--- config.mk ---
export PLATFORM = sky130hd
export DESIGN_NAME = addressable_led_bit_serializer
export DESIGN_NICKNAME = d
export VERILOG_FILES = /design/src/rtl/alsr_pkg.sv /design/src/rtl/alsr_regs.sv /design/src/rtl/addressable_led_bit_serializer.sv
export SDC_FILE = /design/constraint.sdc
export NUM_CORES = 1
export LEC_CHECK = 0
export BUFFER_PORTS_ARGS = -buffer_cell sky130_fd_sc_hd__buf_2
export CAP_MARGIN = 25
export CORE_MARGIN = 2
export CORE_UTILIZATION = 45
export DETAILED_ROUTE_END_ITERATION = 10
export PLACE_DENSITY = 0.66
export REMOVE_ABC_BUFFERS = 1
export SLEW_MARGIN = 20
export SYNTH_ARGS = -nofsm -noshare
export SYNTH_HDL_FRONTEND = slang
export SYNTH_HIERARCHICAL = 1
export SYNTH_SLANG_ARGS = --single-unit
--- constraint.sdc ---
create_clock -name clk_i -period 5.45 [get_ports clk_i]
set_clock_uncertainty 0.15 [all_clocks]
set_input_delay 0.8175 -clock clk_i [delete_from_list [all_inputs] [get_ports clk_i]]
set_output_delay 0.8175 -clock clk_i [all_outputs]
set_load 0.02 [all_outputs]
--- src/rtl/alsr_pkg.sv ---
// ----------------------------------------------------------------------------
// alsr_pkg: shared types and constants of the LED bit serializer
// Holds the item structs, the configuration bundle, the phase codes and the
// register map that both the register file and the top level use.
// ----------------------------------------------------------------------------
package alsr_pkg;

  // Configuration address width and register indexes (byte address 4*i).
  localparam int unsigned AddrW = 5;
  localparam logic [2:0] RegZeroHigh   = 3'd0;
  localparam logic [2:0] RegZeroPeriod = 3'd1;
  localparam logic [2:0] RegOneHigh    = 3'd2;
  localparam logic [2:0] RegOnePeriod  = 3'd3;
  localparam logic [2:0] RegLatch      = 3'd4;

  // Register reset values.
  localparam logic [11:0] ZeroHighRst   = 12'd35;
  localparam logic [11:0] ZeroPeriodRst = 12'd125;
  localparam logic [11:0] OneHighRst    = 12'd80;
  localparam logic [11:0] OnePeriodRst  = 12'd125;
  localparam logic [19:0] LatchRst      = 20'd30000;

  // Bits in one GRB pixel.
  localparam logic [4:0] PixelBits = 5'd24;

  // Serializer phase.
  typedef enum logic [1:0] {
    PhIdle  = 2'd0,
    PhSend  = 2'd1,
    PhLatch = 2'd2
  } alsr_phase_e;

  // Input item: one clock tick of the waveform, optionally offering a pixel.
  typedef struct packed {
    logic       mode;
    logic [7:0] green;
    logic [7:0] red;
    logic [7:0] blue;
    logic       last_pixel;
  } alsr_in_t;

  // Result item: the line level and status of that tick.
  typedef struct packed {
    logic line_level;
    logic accepted;
    logic can_accept;
    logic busy_res;
    logic frame_done;
    logic underrun;
  } alsr_out_t;

  // Timing configuration handed from the register file to the datapath.
  typedef struct packed {
    logic [11:0] zero_high_cycles;
    logic [11:0] zero_period_cycles;
    logic [11:0] one_high_cycles;
    logic [11:0] one_period_cycles;
    logic [19:0] latch_cycles;
  } alsr_cfg_t;

endpackage

--- src/rtl/alsr_regs.sv ---
// ----------------------------------------------------------------------------
// alsr_regs: APB configuration registers of the LED bit serializer
// Five timing registers at byte addresses 0, 4, 8, 12 and 16. Writes are
// registered at the end of the access cycle; reads return the stored value.
// ----------------------------------------------------------------------------
module alsr_regs
  import alsr_pkg::*;
(
  input  logic             clk_i,
  input  logic             rst_ni,
  input  logic             psel,
  input  logic             penable,
  input  logic             pwrite,
  input  logic [AddrW-1:0] paddr,
  input  logic [31:0]      pwdata,
  output logic [31:0]      prdata,
  output logic             pready,
  output alsr_cfg_t        cfg_o
);

  alsr_cfg_t  cfg_q;
  logic       wr_en;
  logic [2:0] reg_idx;

  assign pready  = 1'b1;
  assign wr_en   = psel & penable & pwrite;
  assign reg_idx = paddr[AddrW-1:2];

  // Register writes; addresses past the last register are ignored.
  always_ff @(posedge clk_i or negedge rst_ni) begin
    if (!rst_ni) begin
      cfg_q.zero_high_cycles   <= ZeroHighRst;
      cfg_q.zero_period_cycles <= ZeroPeriodRst;
      cfg_q.one_high_cycles    <= OneHighRst;
      cfg_q.one_period_cycles  <= OnePeriodRst;
      cfg_q.latch_cycles       <= LatchRst;
    end else if (wr_en) begin
      case (reg_idx)
        RegZeroHigh:   cfg_q.zero_high_cycles   <= pwdata[11:0];
        RegZeroPeriod: cfg_q.zero_period_cycles <= pwdata[11:0];
        RegOneHigh:    cfg_q.one_high_cycles    <= pwdata[11:0];
        RegOnePeriod:  cfg_q.one_period_cycles  <= pwdata[11:0];
        RegLatch:      cfg_q.latch_cycles       <= pwdata[19:0];
        default: ;
      endcase
    end
  end

  // Read data mux.
  always_comb begin
    case (reg_idx)
      RegZeroHigh:   prdata = {20'd0, cfg_q.zero_high_cycles};
      RegZeroPeriod: prdata = {20'd0, cfg_q.zero_period_cycles};
      RegOneHigh:    prdata = {20'd0, cfg_q.one_high_cycles};
      RegOnePeriod:  prdata = {20'd0, cfg_q.one_period_cycles};
      RegLatch:      prdata = {12'd0, cfg_q.latch_cycles};
      default:       prdata = 32'd0;
    endcase
  end

  assign cfg_o = cfg_q;

endmodule

--- src/rtl/addressable_led_bit_serializer.sv ---
// ----------------------------------------------------------------------------
// addressable_led_bit_serializer: one-wire RGB LED chain serializer
// Latency: the result of an item is valid in the cycle after it is accepted.
// Throughput: one item per cycle while out_ready_i is high, set by the single state update per tick.
// Reset clears the phase, counters and pending slot; timing regs take defaults.
// ----------------------------------------------------------------------------
module addressable_led_bit_serializer
  import alsr_pkg::*;
(
  input  logic             clk_i,
  input  logic             rst_ni,
  // Tick and pixel items
  input  logic             in_valid_i,
  output logic             in_ready_o,
  input  alsr_in_t         in_data_i,
  // Result items
  output logic             out_valid_o,
  input  logic             out_ready_i,
  output alsr_out_t        out_data_o,
  // Configuration
  input  logic             psel,
  input  logic             penable,
  input  logic             pwrite,
  input  logic [AddrW-1:0] paddr,
  input  logic [31:0]      pwdata,
  output logic [31:0]      prdata,
  output logic             pready
);

  alsr_cfg_t cfg;

  alsr_regs u_regs (
    .clk_i   (clk_i),
    .rst_ni  (rst_ni),
    .psel    (psel),
    .penable (penable),
    .pwrite  (pwrite),
    .paddr   (paddr),
    .pwdata  (pwdata),
    .prdata  (prdata),
    .pready  (pready),
    .cfg_o   (cfg)
  );

  // Serializer state.
  alsr_phase_e phase_q, phase_d;
  logic [23:0] shift_word_q, shift_word_d;
  logic [4:0]  bits_left_q, bits_left_d;
  logic [11:0] bit_cycle_q, bit_cycle_d;
  logic        cur_last_q, cur_last_d;
  logic [23:0] pend_word_q, pend_word_d;
  logic        pend_valid_q, pend_valid_d;
  logic        pend_last_q, pend_last_d;
  logic [19:0] latch_cnt_q, latch_cnt_d;

  // Result register.
  logic      out_valid_q;
  alsr_out_t out_data_q;
  alsr_out_t res;
  logic      in_fire;

  logic        bit_one;
  logic [11:0] high_cnt;
  logic [11:0] period_cnt;
  logic [11:0] bit_cycle_inc;
  logic [19:0] latch_cnt_inc;

  assign in_ready_o = ~out_valid_q | out_ready_i;
  assign in_fire    = in_valid_i & in_ready_o;

  // One tick of the serializer: take an offered pixel, then run the phase.
  always_comb begin
    phase_d      = phase_q;
    shift_word_d = shift_word_q;
    bits_left_d  = bits_left_q;
    bit_cycle_d  = bit_cycle_q;
    cur_last_d   = cur_last_q;
    pend_word_d  = pend_word_q;
    pend_valid_d = pend_valid_q;
    pend_last_d  = pend_last_q;
    latch_cnt_d  = latch_cnt_q;
    res          = '0;
    bit_one      = 1'b0;
    high_cnt     = '0;
    period_cnt   = '0;
    bit_cycle_inc = '0;
    latch_cnt_inc = '0;

    // Pending slot fill.
    if (in_data_i.mode && !pend_valid_d) begin
      pend_word_d  = {in_data_i.green, in_data_i.red, in_data_i.blue};
      pend_last_d  = in_data_i.last_pixel;
      pend_valid_d = 1'b1;
      res.accepted = 1'b1;
    end

    // Idle picks up a pending pixel and sends its first tick at once.
    if (phase_d != PhSend && phase_d != PhLatch) begin
      phase_d = PhIdle;
      if (pend_valid_d) begin
        shift_word_d = pend_word_d;
        cur_last_d   = pend_last_d;
        pend_valid_d = 1'b0;
        bits_left_d  = PixelBits;
        bit_cycle_d  = '0;
        phase_d      = PhSend;
      end
    end

    case (phase_d)
      PhSend: begin
        bit_one        = shift_word_d[23];
        high_cnt       = bit_one ? cfg.one_high_cycles : cfg.zero_high_cycles;
        period_cnt     = bit_one ? cfg.one_period_cycles : cfg.zero_period_cycles;
        res.busy_res   = 1'b1;
        res.line_level = (bit_cycle_d < high_cnt);
        bit_cycle_inc  = bit_cycle_d + 12'd1;
        bit_cycle_d    = bit_cycle_inc;
        // End of bit: shift, and at the end of the pixel chain or latch.
        if (bit_cycle_inc >= period_cnt || bit_cycle_inc == 12'd0) begin
          bit_cycle_d  = '0;
          shift_word_d = {shift_word_d[22:0], 1'b0};
          bits_left_d  = bits_left_d - 5'd1;
          if (bits_left_d == 5'd0) begin
            if (cur_last_d) begin
              phase_d     = PhLatch;
              latch_cnt_d = '0;
            end else if (pend_valid_d) begin
              shift_word_d = pend_word_d;
              cur_last_d   = pend_last_d;
              pend_valid_d = 1'b0;
              bits_left_d  = PixelBits;
              bit_cycle_d  = '0;
              phase_d      = PhSend;
            end else begin
              res.underrun = 1'b1;
              phase_d      = PhLatch;
              latch_cnt_d  = '0;
            end
          end
        end
      end
      PhLatch: begin
        res.busy_res  = 1'b1;
        latch_cnt_inc = latch_cnt_d + 20'd1;
        latch_cnt_d   = latch_cnt_inc;
        if (latch_cnt_inc >= cfg.latch_cycles || latch_cnt_inc == 20'd0) begin
          res.frame_done = 1'b1;
          latch_cnt_d    = '0;
          phase_d        = PhIdle;
        end
      end
      default: ;
    endcase

    res.can_accept = ~pend_valid_d;
  end

  // Control state, updated once per accepted item.
  always_ff @(posedge clk_i or negedge rst_ni) begin
    if (!rst_ni) begin
      phase_q      <= PhIdle;
      shift_word_q <= '0;
      bits_left_q  <= '0;
      bit_cycle_q  <= '0;
      cur_last_q   <= 1'b0;
      pend_word_q  <= '0;
      pend_valid_q <= 1'b0;
      pend_last_q  <= 1'b0;
      latch_cnt_q  <= '0;
    end else if (in_fire) begin
      phase_q      <= phase_d;
      shift_word_q <= shift_word_d;
      bits_left_q  <= bits_left_d;
      bit_cycle_q  <= bit_cycle_d;
      cur_last_q   <= cur_last_d;
      pend_word_q  <= pend_word_d;
      pend_valid_q <= pend_valid_d;
      pend_last_q  <= pend_last_d;
      latch_cnt_q  <= latch_cnt_d;
    end
  end

  // Result register valid flag.
  always_ff @(posedge clk_i or negedge rst_ni) begin
    if (!rst_ni) begin
      out_valid_q <= 1'b0;
    end else if (in_fire) begin
      out_valid_q <= 1'b1;
    end else if (out_ready_i) begin
      out_valid_q <= 1'b0;
    end
  end

  // Result payload.
  always_ff @(posedge clk_i) begin
    if (in_fire) begin
      out_data_q <= res;
    end
  end

  assign out_valid_o = out_valid_q;
  assign out_data_o  = out_data_q;

`ifndef SYNTHESIS
  // An underrun and a frame end cannot come from the same tick.
  assert property (@(posedge clk_i) disable iff (!rst_ni)
    out_valid_q |-> !(out_data_q.underrun && out_data_q.frame_done))
    else $error("underrun and frame_done in one item");

  // Underrun and frame end only occur while the serializer is busy.
  assert property (@(posedge clk_i) disable iff (!rst_ni)
    (out_valid_q && (out_data_q.underrun || out_data_q.frame_done))
      |-> out_data_q.busy_res)
    else $error("status pulse without busy");

  // The bit counter never exceeds one pixel.
  assert property (@(posedge clk_i) disable iff (!rst_ni)
    bits_left_q <= PixelBits)
    else $error("bits_left out of range");

  // While sending, at least one bit remains.
  assert property (@(posedge clk_i) disable iff (!rst_ni)
    (phase_q == PhSend) |-> (bits_left_q != 5'd0))
    else $error("sending with no bits left");

  // State only moves on an accepted item.
  assert property (@(posedge clk_i) disable iff (!rst_ni)
    !in_fire |=> $stable(phase_q) && $stable(pend_valid_q))
    else $error("state changed without an item");
`endif

endmodule
After elaboration in Yosys (flattened, before gate mapping)
Cells that the tools add are included.
Widths: inputs -> output; s select.
- output and inout bits: 41
- register bits: 165
- input port bits: 70
- word-level logic and storage cells: 122
- multiplexer cells: 56
- bitwise gates (word level): 9
- $add $sub $neg: 3
- reduce and logical (&&, ||, !) cells: 19
- order comparisons: 3
- equal/unequal tests: 11
- operators by type and width (kind ; count):
    $mux 24 ; 8
    $mux 20 ; 5
    $pmux 20 s5 ; 1
    $mux 12 ; 6
    $pmux 20 s2 ; 1
    $mux 5 ; 7
    $mux 1 ; 21
    $add 20x1->20 const B ; 1
    $ge 20x20->1 ; 1
    $logic_not 20->1 ; 1
    $add 12x1->12 const B ; 1
    $ge 12x12->1 ; 1
    $logic_not 12->1 ; 1
    $lt 12x12->1 ; 1
    $mux 2 ; 6
    $reduce_and 2->1 ; 5
    $eq 3x2->1 const B ; 2
    $ne 2x2->1 const B ; 3
    $logic_not 5->1 ; 1
    $not 1->1 ; 5
    $reduce_and 5->1 ; 1
    $sub 5x1->5 const B ; 1
    $pmux 2 s2 ; 1
    $reduce_bool 2->1 ; 2
    other kinds (14) ; 18

Logic depth before layout (Yosys ltp)
- word-level depth: 11
- gate-level depth with buffers: 24
- gate-level depth less buffers: 18

Cells and area by module
Netlist, hierarchy kept.
- by module, submodules not included (module ; area each (µm²) ; instances ; seq. area each (µm²) ; cells each):
    addressable_led_bit_serializer ; 7108.1 ; 1 ; 2457.4 ; 815
    alsr_regs ; 3296.9 ; 1 ; 1731.7 ; 236

Worst setup path before layout
Ideal clock, no wire load.
- path type: input port to flip-flop
- start point: in in_data_i[25] (netlist bit)
- end point: reg shift_word_q[0]
- setup time: 101 ps
- stages on the path: 19
- slack: 504 ps
- path buffers: 4
- data arrival time: 4695 ps
- data required time: 5199 ps
- path through: o21ai_0 > clkbuf_1 > clkbuf_1 > and2_1 > ha_1 > buf_2 > nand3_1 > nor4_1 > mux2i_1 > inv_1 > ha_1 > nand3_1 > or3_1 > o211a_1 > o21ai_1 > and2_1 > clkbuf_1 > mux2_2 > o32ai_1
- longest elaborated chain between the ends: 9
- elaborated cells between the ends (all ways): 28
- those cells by class: 2 x add/sub; 1 x order compare; 1 x eq/ne; 20 x mux; 4 x reduce/logical
- RTL lines (item ; line ; text):
    start, declared ; addressable_led_bit_serializer.sv:15 ; input alsr_in_t in_data_i,
    $logic_and 1x1->1 * ; addressable_led_bit_serializer.sv:90 ; if (in_data_i.mode && !pend_valid_d) begin
    $mux 1 / $mux 24 (equally long branches) ; addressable_led_bit_serializer.sv:90 ;
    $mux 12 (tied with other cells) ; addressable_led_bit_serializer.sv:100 ; if (pend_valid_d) begin
    $mux 12 (tied with other cells) ; addressable_led_bit_serializer.sv:98 ; if (phase_d != PhSend && phase_d != PhLatch) begin
    $add 12x1->12 (tied with other cells) ; addressable_led_bit_serializer.sv:117 ; bit_cycle_inc = bit_cycle_d + 12'd1;
    $ge 12x12->1 (tied with other cells) ; addressable_led_bit_serializer.sv:120 ; if (bit_cycle_inc >= period_cnt || bit_cycle_inc == 12'd0) begin
    $logic_or 1x1->1 / $mux 24 (equally long branches) ; addressable_led_bit_serializer.sv:120, addressable_led_bit_serializer.sv:124 ;
    $mux 24 ; addressable_led_bit_serializer.sv:120 ;
    $mux 24 * ; addressable_led_bit_serializer.sv:110 ; case (phase_d)
    end signal, assigned ; addressable_led_bit_serializer.sv:173 ; shift_word_q <= shift_word_d;
    end, declared ; addressable_led_bit_serializer.sv:47 ; logic [23:0] shift_word_q, shift_word_d;
Mark *: on every way between the ends. The rest lies on a longest branch, timed or not.
A chain may end at the register's enable or synchronous reset.

Final worst setup path
- start point: reg phase_q[0]
- end point: reg cur_last_q
- longest elaborated chain between the ends: 8
- elaborated cells between the ends (all ways): 22
- those cells by class: 2 x add/sub; 1 x order compare; 3 x eq/ne; 12 x mux; 4 x reduce/logical
- RTL lines (item ; line ; text):
    start, declared ; addressable_led_bit_serializer.sv:46 ; alsr_phase_e phase_q, phase_d;
    start signal, assigned ; addressable_led_bit_serializer.sv:162 ; phase_q <= PhIdle;
    start signal, assigned ; addressable_led_bit_serializer.sv:172 ; phase_q <= phase_d;
    $ne 2x1->1 / $ne 2x2->1 (equally long branches) ; addressable_led_bit_serializer.sv:98 ;
    $logic_and 1x1->1 ; addressable_led_bit_serializer.sv:98 ;
    $mux 12 (tied with other cells) ; addressable_led_bit_serializer.sv:98 ;
    $add 12x1->12 (tied with other cells) ; addressable_led_bit_serializer.sv:117 ;
    $ge 12x12->1 (tied with other cells) ; addressable_led_bit_serializer.sv:120 ;
    $logic_or 1x1->1 / $mux 1 (equally long branches) ; addressable_led_bit_serializer.sv:120, addressable_led_bit_serializer.sv:124 ;
    $mux 1 ; addressable_led_bit_serializer.sv:120 ;
    $mux 1 * ; addressable_led_bit_serializer.sv:110 ;
    end signal, assigned ; addressable_led_bit_serializer.sv:176 ; cur_last_q <= cur_last_d;
    end, declared ; addressable_led_bit_serializer.sv:50 ; logic cur_last_q, cur_last_d;
Marks and branches as above.

==> flow_summary_export.csv <==
group,metric,value,unit
status,run_status,"completed",
yosys,synth_cell_type_count,74,
sta,final_max_slew_viol_count,0,
route,drt_iter0_markers,630,
final_layout,drive_gt1_share,24.3,%
die,fp.dieH,156,µm
route,drt_pass1_iterations,6,
sta,period_minus_slack,4930,ps
sta,final.setup.worst_slack,519,ps
yosys,synth_cells,1051,
yosys,synthesis.area,0.0104,mm²
global_route,grt_max_degree,92,
power,powerDensity,468,mW/mm²
power,vdd_drop_max,0.275,mV
worst_setup_path,endpoint_kind,"flip-flop",
clock_tree,cts.repair.resized,0,
placement,pre_cts_slack,347,ps
sta,maxSlewHeadroom,27.6,%
placement,placedInstanceArea,0.0110,mm²
clock_tree,cts_sinks,165,
worst_setup_path,cp_top_family,"compound AO/OA/AOI/OAI gates",
route,antenna_left,0,
yosys,ys_seq_elements,165,
sta,rsz0062_at_grt,"no",
global_route,gr-usage-met3,3.75,%
final_layout,nFillCells,2063,
yosys,avgSynthCellArea,9.90,µm²
final_layout,final-seq-area,0.00419,mm²
placement,dpl.hpwl,16600,µm
route,wire_per_inst,17.7,µm
global_route,antenna_found_initial,0,
die,fp.dieW,156,µm
sta,post-route-period-util,90.5,%
clock_tree,clockBufferDepth,2,
worst_setup_path,rr_endpoint,"cur_last_q$_DFFE_PN0P_",
sta,fin_setup_tns,0,ps
sta,hold_ws,315,ps
final_layout,layout.nets,1219,
sta,tightest_slew,1080,ps
sta,hold_violations,0,
yosys,synth_edf_count,6,
placement,gp_congestion,0.836,
global_route,overflow,0,
worst_setup_path,cp_slowest_stage_delay,460,ps
die,rows,55,
die,start_util,46.0,%
die,coreArea,0.0226,mm²
clock_tree,clockRootBuffer,"clkbuf_16",
die,dieArea,0.0244,mm²
worst_setup_path,r2r-start,"phase_q[0]$_DFFE_PN0P_",
clock_tree,cts_setup_buffers,0,
worst_setup_path,reg2reg_depth,18,
worst_setup_path,cp.required,5680,ps
final_layout,multiInputGateArea,0.00566,mm²
run,drv_cap,0,
global_route,grt_usage,20.9,%
worst_setup_path,rrSetupSlack,520,ps
sta,setup_viol_count_final,0,
global_route,grtUsageMet2,33.0,%
worst_setup_path,worstPathMaxFanout,7,
clock_tree,cts_tree,"built",
clock_tree,clk_latency,440,ps
power,leakagePower,5.34,nW
yosys,synth_ff_type,"dfrtp_1",
route,via_per_inst,5.84,
clock_tree,numCtsBuffers,17,
worst_setup_path,cp-start-kind,"flip-flop",
yosys,ys_seq_area_share,40.3,%
route,num_vias,8160,
clock_tree,ctsHoldBuffers,0,
yosys,synthArstFlopShare,96.4,%
yosys,synth_warnings,6,
placement,numPortBuffers,83,
sta,clock.fmax,0.203,GHz
worst_hold_path,hold_path_class,"input port to async pin",
global_route,grt_use_met1,29.8,%
global_route,grt_pass1_wl,40600,µm
final_layout,area_growth,11.6,%
global_route,grt.busiest_layer,"met2",
worst_setup_path,cp_cell_sequence,"inv_1, ha_1, o21ai_1, and2_1, ha_1, nand3_1, nor4_1, mux2i_1, inv_1, ha_1, nand3_1, or3_1, o211a_1, o21ai_1, buf_4, nand4_1, a2111oi_0, a21o_1",
worst_setup_path,cpMostUsedCell,"ha_1",
worst_setup_path,worstPathArrival,5160,ps
route,route.detailed.drc,0,
final_layout,num_antenna_cells,0,
global_route,grt_pass1_vias,7725,
final_layout,fin_area,0.0116,mm²
worst_setup_path,cp_slowest_cell,"a2111oi_0",
clock_tree,htree_levels,4,
route,routed_wl,24800,µm
worst_setup_path,crit_type,"flip-flop to flip-flop",
die,ioPinCount,111,
worst_setup_path,critPathBufInv,3,
final_layout,final_util,51.3,%
clock_tree,path_clk_slew,80,ps
[layout make-up]
type,count,area share (%)
Timing Repair Buffer,108,5.42
Clock buffer,18,3.88
Tap cell,285,3.07
Clock inverter,14,1.47
Sequential cell,165,36.1
Multi-Input combinational cell,767,48.7
Inverter,41,1.33
[synth_stat cells (5+ instances only)]
| master | number | area, µm² |
|---|---|---|
| a21oi_1 | 44 | 220 |
| buf_2 | 23 | 115 |
| mux2_2 | 75 | 845 |
| o211ai_1 | 23 | 173 |
| nand4_1 | 10 | 62.6 |
| a22oi_1 | 11 | 82.6 |
| nor3_1 | 10 | 50.1 |
| a21o_1 | 9 | 67.6 |
| nor4_1 | 5 | 31.3 |
| nand2b_1 | 9 | 56.3 |
| nand2_1 | 100 | 375 |
| a31oi_1 | 14 | 87.6 |
| o21ai_1 | 5 | 25.0 |
| nand3_1 | 20 | 100 |
| clkbuf_1 | 39 | 146 |
| o21bai_1 | 7 | 52.6 |
| buf_4 | 17 | 128 |
| o22ai_1 | 24 | 150 |
| a22o_1 | 10 | 87.6 |
| nor2_1 | 47 | 176 |
| mux2i_1 | 55 | 551 |
| inv_1 | 41 | 154 |
| and2_1 | 17 | 106 |
| a211oi_1 | 5 | 37.5 |
| o31ai_1 | 12 | 90.1 |
| and3_1 | 7 | 43.8 |
| mux2_4 | 11 | 165 |
| edfxtp_1 | 6 | 180 |
| ha_1 | 49 | 613 |
| dfstp_2 | 24 | 631 |
| a2bb2oi_2 | 6 | 90.1 |
| xnor2_1 | 17 | 149 |
| dfrtp_1 | 135 | 3380 |
| a32oi_1 | 15 | 131 |
| buf_1 | 5 | 18.8 |
| o21ai_0 | 72 | 360 |
| xor2_1 | 8 | 70.1 |
[layer usage]
layer | vias up | wire length, µm
li1 | 3916 | -
met1 | 3939 | 11600
met2 | 272 | 11400
met3 | 33 | 1450
met4 | 0 | 342
met5 | - | 0
[worst register-to-register path: cells and delay by family, from the launching register on]
kind,cells,cell delay (ps)
AOI/OAI and AO/OA,5,1380
and+or+nand+nor,6,1370
adders and majority gates,3,890
DFF,1,370
buffers and inverters,3,370
muxes,1,340
[worst max path at each step]
| stage | start | endpoint | slack [ps] | depth (start not counted) |
|---|---|---|---|---|
| 6_report | phase_q[0]$_DFFE_PN0P_ | cur_last_q$_DFFE_PN0P_ | 520 | 18 |
| 5_1_grt | phase_q[0]$_DFFE_PN0P_ | cur_last_q$_DFFE_PN0P_ | 190 | 18 |
| 4_1_cts | phase_q[0]$_DFFE_PN0P_ | cur_last_q$_DFFE_PN0P_ | 590 | 18 |
| 3_5_place_dp | in_data_i[25] | cur_last_q$_DFFE_PN0P_ | 350 | 17 |
| 3_3_place_gp | in_data_i[25] | shift_word_q[0]$_DFFE_PN0P_ | 360 | 16 |
| 2_1_floorplan | in_data_i[25] | latch_cnt_q[2]$_DFFE_PN0P_ | -1640 | 15 |
[flip-flops by register name, indices dropped and copies added, names as in the netlist]
signal and flops:
bit_cycle_q 12, bits_left_q 5, cur_last_q 1, latch_cnt_q 20, out_data_o 6, out_valid_o 1
pend_last_q 1, pend_valid_q 1, pend_word_q 24, phase_q 2, shift_word_q 24, u_regs/cfg_o 68
[cells by family (layout without fill, tap and decap cells)]
family / after synthesis / count (layout) / share of synthesized area (%)
buf+inv: 130 / 181 / 5.88
flops: 165 / 165 / 40.3
simple gates: 251 / 251 / 12.1
other cells: 2 / 13 / 0.0722
mux: 141 / 141 / 15.0
xor+xnor: 25 / 25 / 2.10
fa+ha+maj: 49 / 49 / 5.89
compound gates: 288 / 288 / 18.7
[metrics by stage]
stage	power, W	std cells
after floorplan	0.00354	973
after global placement	0.00412	1364
after detailed placement	0.00419	1365
after CTS	0.00547	1397
after global routing	0.00584	1398
final	0.00543	1398
[power by group]
part	switching [W]	leakage [nW]	total, W	internal [W]
clock network	0.000605	0.303	0.00126	0.000652
registers	0.000315	2.00	0.00193	0.00161
logic	0.00126	3.03	0.00225	0.000993
[layout by cell type, fill, tap and decap left out, drive strengths merged, types with 4 or more instances in the layout]
cell type and instances:
a211oi 5, a21o 9, a21oi 44, a22o 10, a22oi 11, a2bb2oi 10, a31oi 14, a32oi 15
and2 17, and3 7, buf 108, clkbuf 18, clkinv 5, conb 13, dfrtp 135, dfstp 24
edfxtp 6, ha 49, inv 50, mux2 86, mux2i 55, nand2 100, nand2b 9, nand3 20
nand4 11, nor2 47, nor2b 4, nor3 11, nor4 6, o211ai 23, o21ai 77, o21bai 7
o22ai 24, o311ai 5, o31ai 13, or3 6, xnor2 17, xor2 8
Power figures use the tool's default switching activity.
